--- src/rtl/lrpq_pkg.sv ---
// ============================================================================
// lrpq_pkg: shared definitions for the request priority queue
// Operation and status codes, default sizes, and the cell control and
// chain signal types.
// ============================================================================
package lrpq_pkg;

    localparam int DEFAULT_QUEUE_DEPTH = 16;
    localparam int DEFAULT_SITE_BITS   = 4;

    localparam int FUNC_W   = 2;
    localparam int STAMP_W  = 32;
    localparam int STATUS_W = 2;

    localparam logic [FUNC_W-1:0] FUNC_INSERT = 2'd0;
    localparam logic [FUNC_W-1:0] FUNC_REMOVE = 2'd1;
    localparam logic [FUNC_W-1:0] FUNC_QUERY  = 2'd2;

    localparam logic [STATUS_W-1:0] STATUS_DONE     = 2'd0;
    localparam logic [STATUS_W-1:0] STATUS_ABSENT   = 2'd1;
    localparam logic [STATUS_W-1:0] STATUS_FULL     = 2'd2;

    // Operation broadcast to every cell in the accept cycle.
    typedef struct packed {
        logic do_insert;
        logic do_remove;
    } lrpq_ctrl_t;

    // Signals that ripple from each cell to its right-hand neighbor.
    typedef struct packed {
        logic ins;  // insert point is at or left of this cell
        logic hit;  // a matching entry is at or left of this cell
    } lrpq_chain_t;

endpackage

--- src/rtl/lamport_request_priority_queue_core.sv ---
// ============================================================================
// lamport_request_priority_queue_core: sorted access request queue
// Chain of cells that keeps requests ordered by timestamp and site.
// ============================================================================
// Requests are kept in ascending order of timestamp, ties broken by the
// smaller site. Every cell compares its entry with the request at once and
// the whole chain shifts in the accept cycle, so a command is taken on every
// clock (busy stays low) and its result appears with done in the cycle after
// the transfer. The receiver cannot stall: done is a one-cycle strobe and the
// result must be taken in that cycle. The longest path is the remove-match
// ripple through all QUEUE_DEPTH cells. Inserting into a full queue is dropped
// and flagged; removing an absent request reports not present.
module lamport_request_priority_queue_core
    import lrpq_pkg::*;
#(
    parameter int QUEUE_DEPTH = DEFAULT_QUEUE_DEPTH,
    parameter int SITE_BITS   = DEFAULT_SITE_BITS
)
(
    input  logic                 clk,
    input  logic                 rst_n,
    input  logic                 start,
    output logic                 busy,
    input  logic [FUNC_W-1:0]    func,
    input  logic [STAMP_W-1:0]   stamp,
    input  logic [SITE_BITS-1:0] site,
    output logic                 done,
    output logic [STATUS_W-1:0]  status,
    output logic                 is_first
);

    localparam int COUNT_W = $clog2(QUEUE_DEPTH + 1);

    logic [COUNT_W-1:0]   count_reg;
    logic [COUNT_W-1:0]   count_next;
    logic                 done_reg;
    logic [STATUS_W-1:0]  status_reg;
    logic [STATUS_W-1:0]  status_next;
    logic                 is_first_reg;
    logic                 is_first_next;

    logic                 accept;
    logic                 full;
    logic                 found;
    lrpq_ctrl_t           ctrl;

    logic [STAMP_W-1:0]   cell_stamp [QUEUE_DEPTH];
    logic [SITE_BITS-1:0] cell_site  [QUEUE_DEPTH];
    lrpq_chain_t          chain      [QUEUE_DEPTH+1];

    assign busy   = 1'b0;
    assign accept = start && !busy;
    assign full   = (count_reg == COUNT_W'(QUEUE_DEPTH));
    assign found  = chain[QUEUE_DEPTH].hit;

    assign chain[0].ins = 1'b0;
    assign chain[0].hit = 1'b0;

    always_comb
    begin
        ctrl.do_insert = accept && (func == FUNC_INSERT) && !full;
        ctrl.do_remove = accept && (func == FUNC_REMOVE) && found;
    end

    genvar k;
    generate
        for (k = 0; k < QUEUE_DEPTH; k++)
        begin : g_cell
            logic [STAMP_W-1:0]   l_stamp;
            logic [SITE_BITS-1:0] l_site;
            logic [STAMP_W-1:0]   r_stamp;
            logic [SITE_BITS-1:0] r_site;

            if (k == 0)
            begin : g_first
                assign l_stamp = stamp;
                assign l_site  = site;
            end
            else
            begin : g_mid
                assign l_stamp = cell_stamp[k-1];
                assign l_site  = cell_site[k-1];
            end

            if (k == QUEUE_DEPTH - 1)
            begin : g_last
                assign r_stamp = cell_stamp[k];
                assign r_site  = cell_site[k];
            end
            else
            begin : g_inner
                assign r_stamp = cell_stamp[k+1];
                assign r_site  = cell_site[k+1];
            end

            lrpq_cell #(
                .SITE_BITS (SITE_BITS)
            ) u_cell (
                .clk         (clk),
                .ctrl        (ctrl),
                .occupied    (COUNT_W'(k) < count_reg),
                .req_stamp   (stamp),
                .req_site    (site),
                .left_stamp  (l_stamp),
                .left_site   (l_site),
                .right_stamp (r_stamp),
                .right_site  (r_site),
                .chain_in    (chain[k]),
                .chain_out   (chain[k+1]),
                .stamp       (cell_stamp[k]),
                .site        (cell_site[k])
            );
        end
    endgenerate

    always_comb
    begin
        count_next    = count_reg;
        status_next   = STATUS_DONE;
        is_first_next = 1'b0;
        if (accept)
        begin
            case (func)
                FUNC_INSERT:
                begin
                    if (full)
                    begin
                        status_next = STATUS_FULL;
                    end
                    else
                    begin
                        count_next = count_reg + COUNT_W'(1);
                    end
                end
                FUNC_REMOVE:
                begin
                    if (found)
                    begin
                        count_next = count_reg - COUNT_W'(1);
                    end
                    else
                    begin
                        status_next = STATUS_ABSENT;
                    end
                end
                // The first cell's hit output is a match on the head entry.
                FUNC_QUERY:
                begin
                    is_first_next = chain[1].hit;
                end
                default:
                begin
                    status_next = STATUS_DONE;
                end
            endcase
        end
    end

    always_ff @(posedge clk or negedge rst_n)
    begin
        if (!rst_n)
        begin
            count_reg <= '0;
            done_reg  <= 1'b0;
        end
        else
        begin
            count_reg <= count_next;
            done_reg  <= accept;
        end
    end

    always_ff @(posedge clk)
    begin
        status_reg   <= status_next;
        is_first_reg <= is_first_next;
    end

    assign done     = done_reg;
    assign status   = status_reg;
    assign is_first = is_first_reg;

    a_count_bound: assert property (@(posedge clk) disable iff (!rst_n)
        count_reg <= COUNT_W'(QUEUE_DEPTH))
        else $error("entry count exceeds queue depth");

    a_done_follows: assert property (@(posedge clk) disable iff (!rst_n)
        accept |=> done)
        else $error("accepted command gave no result");

    a_full_flag: assert property (@(posedge clk) disable iff (!rst_n)
        (accept && (func == FUNC_INSERT) && full) |=>
            (status == STATUS_FULL) && $stable(count_reg))
        else $error("insert into full queue not dropped");

    a_remove_count: assert property (@(posedge clk) disable iff (!rst_n)
        (accept && (func == FUNC_REMOVE) && found) |=>
            (count_reg == $past(count_reg) - COUNT_W'(1)))
        else $error("remove did not shrink the queue");

    a_first_status: assert property (@(posedge clk) disable iff (!rst_n)
        (done && is_first) |-> (status == STATUS_DONE))
        else $error("head match reported with a failure status");

endmodule

--- src/rtl/lrpq_cell.sv ---
// ============================================================================
// lrpq_cell: one slot of the sorted request chain
// Holds one entry, compares it with the incoming request, and loads the
// request or its left neighbor on insert, or its right neighbor on remove.
// ============================================================================
module lrpq_cell
    import lrpq_pkg::*;
#(
    parameter int SITE_BITS = DEFAULT_SITE_BITS
)
(
    input  logic                 clk,
    input  lrpq_ctrl_t           ctrl,
    input  logic                 occupied,
    input  logic [STAMP_W-1:0]   req_stamp,
    input  logic [SITE_BITS-1:0] req_site,
    input  logic [STAMP_W-1:0]   left_stamp,
    input  logic [SITE_BITS-1:0] left_site,
    input  logic [STAMP_W-1:0]   right_stamp,
    input  logic [SITE_BITS-1:0] right_site,
    input  lrpq_chain_t          chain_in,
    output lrpq_chain_t          chain_out,
    output logic [STAMP_W-1:0]   stamp,
    output logic [SITE_BITS-1:0] site
);

    logic [STAMP_W-1:0]   stamp_reg;
    logic [STAMP_W-1:0]   stamp_next;
    logic [SITE_BITS-1:0] site_reg;
    logic [SITE_BITS-1:0] site_next;
    logic                 goes_before;
    logic                 match;

    always_comb
    begin
        goes_before = occupied &&
                      ((req_stamp < stamp_reg) ||
                       ((req_stamp == stamp_reg) && (req_site < site_reg)));
        match = occupied && (req_stamp == stamp_reg) && (req_site == site_reg);

        // The chain is sorted, so the insert point is the first cell where
        // the request sorts strictly earlier or the first empty cell.
        chain_out.ins = goes_before || !occupied;
        chain_out.hit = chain_in.hit || match;

        stamp_next = stamp_reg;
        site_next  = site_reg;
        if (ctrl.do_insert)
        begin
            if (chain_in.ins)
            begin
                stamp_next = left_stamp;
                site_next  = left_site;
            end
            else if (chain_out.ins)
            begin
                stamp_next = req_stamp;
                site_next  = req_site;
            end
        end
        else if (ctrl.do_remove && chain_out.hit)
        begin
            stamp_next = right_stamp;
            site_next  = right_site;
        end
    end

    always_ff @(posedge clk)
    begin
        stamp_reg <= stamp_next;
        site_reg  <= site_next;
    end

    assign stamp = stamp_reg;
    assign site  = site_reg;

endmodule
--- config.mk ---
export PLATFORM = sky130hd
export DESIGN_NAME = lamport_request_priority_queue_core
export DESIGN_NICKNAME = d
export VERILOG_FILES = /design/src/rtl/lrpq_pkg.sv /design/src/rtl/lamport_request_priority_queue_core.sv /design/src/rtl/lrpq_cell.sv
export SDC_FILE = /design/constraint.sdc
export NUM_CORES = 2
export LEC_CHECK = 0
export ABC_CLOCK_PERIOD_IN_PS = 5160
export BUFFER_PORTS_ARGS = -buffer_cell sky130_fd_sc_hd__buf_4
export CAP_MARGIN = 20
export CORE_MARGIN = 4
export CORE_UTILIZATION = 30
export CTS_CLUSTER_DIAMETER = 150
export DETAILED_ROUTE_END_ITERATION = 16
export HOLD_SLACK_MARGIN = 0.1
export SYNTH_ARGS = -nofsm -noshare
export SYNTH_HDL_FRONTEND = slang
export SYNTH_SLANG_ARGS = --single-unit
export TNS_END_PERCENT = 20
--- constraint.sdc ---
create_clock -name clk -period 5.16 [get_ports clk]
set_input_delay 0.258 -clock clk [delete_from_list [all_inputs] [get_ports clk]]
set_output_delay 0.258 -clock clk [all_outputs]
set_load 0.01 [all_outputs]
==> results.py <==
metrics = {
    "status": {
        "status": "finished, final reports clean",
    },
    "logic_synthesis": {
        "ys_top_cells_by_count": "ha_1, edfxtp_1, inv_1",
        "synth.area.top_cells": "edfxtp_1, ha_1, mux2i_1",
        "syn-cell-area_um2": 43300,
        "avgSynthCellArea_um2": 9.72,
        "ys_types": 77,
        "synthArstFlopShare_pct": 1.03,
        "yosysMostFrequentCell": "ha_1",
        "synth_seq_cells": 585,
        "syn-num-nets": 5077,
        "synth_edf_count": 576,
        "synth_area_leader_cell": "edfxtp_1",
        "synth_cells": 4456,
        "synth_top_cell_area_share_pct": 39.9,
        "synth-main-ff-cell": "edfxtp_1",
        "yosysSeqAreaShare_pct": 40.4,
        "yosys_warnings": 0,
    },
    "drt": {
        "drt_iter0_markers": 3015,
        "vias": 34386,
        "ant_nets": 0,
        "first_pass_iters": 6,
        "wl_per_cell_um": 20.4,
        "via_per_inst": 5.39,
        "wirelength_um": 130000,
        "drc_errors": 0,
    },
    "floorplan": {
        "die-area_um2": 151000,
        "initial_utilization_pct": 30.2,
        "core_um2": 143000,
        "fp-row-count": 139,
        "die_w_um": 388,
        "die_h_um": 388,
        "io_pins": 46,
    },
    "clocking": {
        "ctsHoldBuffers": 6,
        "postCtsSetupBuffers": 0,
        "htreeDepth": 3,
        "cts.sinks": 585,
        "insertion_delay_ns": 0.65,
        "ctsRootBufferMaster": "clkbuf_16",
        "cts_buffers": 73,
        "ctsResizeCount": 0,
        "clk_pin_slew_ns": 0.06,
        "clock_path_buffers": 3,
        "cts_tree": "done",
    },
    "cells_and_area": {
        "seq_area_um2": 17500,
        "largest_register_ffs": 512,
        "multi_input_area_um2": 22800,
        "final_cells": 6376,
        "drive_gt1_share_pct": 6.21,
        "fill_cells": 14530,
        "synthToLayoutAreaGrowth_pct": 11.8,
        "nets": 5027,
    },
    "sta": {
        "setup_slack_ns": 0.935,
        "finalSetupTns_ns": 0,
        "max_freq_mhz": 237,
        "period_share_pct": 81.9,
        "clock_skew_ns": 0.0358,
        "tightestPinTransition_ns": 0.974,
        "period_minus_slack_ns": 4.23,
        "setup_viol": 0,
        "rsz0062_at_grt": "false",
        "drv_slew": 0,
        "hold_violations": 0,
        "slew_headroom_pct": 33.4,
        "hold_ws_ns": 0.155,
    },
    "grt": {
        "grt_antenna_before_repair": 10,
        "grt_pass1_vias": 34168,
        "grt_start_max_net_pins": 149,
        "grt_overflow": 0,
        "grt.total_usage_pct": 16.6,
        "grt_pass1_wl_um": 200000,
    },
    "critical_path": {
        "path_class": "flop to flop",
        "endpoint_kind": "flop",
        "cp_max_fo": 24,
        "crit_arrival_ns": 4.56,
        "worstPathRequired_ns": 5.49,
        "critPathLaunchType": "flop",
    },
    "power_and_ir_drop": {
        "power_mw": 14.8,
        "power.internal_mw": 10.1,
        "max-vdd-ir-drop_uv": 211,
        "switchingPower_mw": 4.69,
        "p_sw_share_pct": 31.8,
        "clkPwrFrac_pct": 36.6,
        "power_density_nw_per_um2": 305,
        "leakage_nw": 20.3,
        "power_frac_seq_pct": 39.1,
        "comb_power_share_pct": 24.3,
    },
    "placement": {
        "dp_cells": 6227,
        "pre_cts_slack_ns": 0.766,
        "dp_hpwl_um": 98700,
        "gp_congestion": 0.919,
        "io_buffer_count": 44,
    },
    "job": {
        "drv_cap": 0,
    },
    "worst_hold_path": {
        "hold_path.class": "input port to flop",
    },
}
[kinds of logic (layout without fill, tap and decap cells)]
kind of cell,count (synthesis),in the layout,synth area share [%]
multiplexers,296,296,6.85
flip-flops,585,585,40.4
AND/OR/NAND/NOR,1034,1034,11.4
AO/OA/AOI/OAI,1137,1137,17.0
adder cells (fa/ha/maj),580,580,16.8
buffers and inverters,818,826,7.50
XOR/XNOR,5,5,0.101
other,1,10,0.00866
[cell type report]
cell class              count  area share, %
clock buffers              88           4.00
repair buffers            125           2.24
inverters                 568           4.40
flip-flops and latches    585           36.2
clock inverters            45           1.10
multi-input cells        3053           47.1
diodes                      9         0.0465
well taps                1903           4.92
[power groups by stage]
stage               clock (mW)  sequential, mW  combinational [mW]
finish                    5.41            5.78                3.59
global route              5.70            5.80                3.94
CTS                       5.52            5.77                3.56
detailed placement           0            5.87                3.54
global placement             0            5.86                3.46
floorplan                    0            5.79                2.60
[critical path, stage by stage, from the launching register on]
cell and delay (ns):
edfxtp_1 0.35, inv_1 0.05, ha_1 0.29, nand4_1 0.19, nor4_2 0.46, nand4_1 0.52, o211ai_1 0.49, nor4_4 0.18
nand2_1 0.15, nand2_1 0.40, o22ai_4 0.55, buf_12 0.25
[per-layer routing]
layer | wire, µm | track usage [%] | up-vias
met3 | 7570 | 2.05 | 200
met1 | 59000 | 22.8 | 16573
met4 | 4510 | 6.20 | 2
met2 | 59000 | 26.8 | 1117
li1 | - | - | 16494
met5 | 7 | 0 | -
[cells in the final DEF (no fill, tap or decap), types with 108 or more instances in the layout]
cell type  netlist  routed
nor2_1         204     204
buf_4           18     108
nand2_1        333     331
o221ai_1       206     206
inv_1          568     568
o21ai_0        250     249
nand3_1        207     207
nand4_1        147     147
a21oi_1        271     265
edfxtp_1       576     576
ha_1           580     580
mux2i_1        294     294
[worst paths after layout]
kind / end / depth (start not counted) / start / slack [ns]
worst min register to register: g_cell[13].u_cell.stamp[4] / 2 / g_cell[14].u_cell.stamp[4] / 0.56
max in group asynchronous: count_reg[0] / 3 / rst_n / 4.16
min in group asynchronous: done / 3 / rst_n / 0.66
worst max-delay path: g_cell[6].u_cell.stamp[8] / 11 / g_cell[0].u_cell.stamp[25] / 0.93
worst max register to register: g_cell[6].u_cell.stamp[8] / 11 / g_cell[0].u_cell.stamp[25] / 0.93
worst min-delay path: g_cell[6].u_cell.stamp[0] / 3 / stamp[0] / 0.15
[per-stage QoR]
step,utilization [%],area [µm²]
3_3_place_gp,31.9,45800
5_1_grt,33.7,48400
6_report,33.8,48400
4_1_cts,33.7,48400
2_1_floorplan,-,43300
3_5_place_dp,32.0,45800
(Power assumes the default switching activity.)
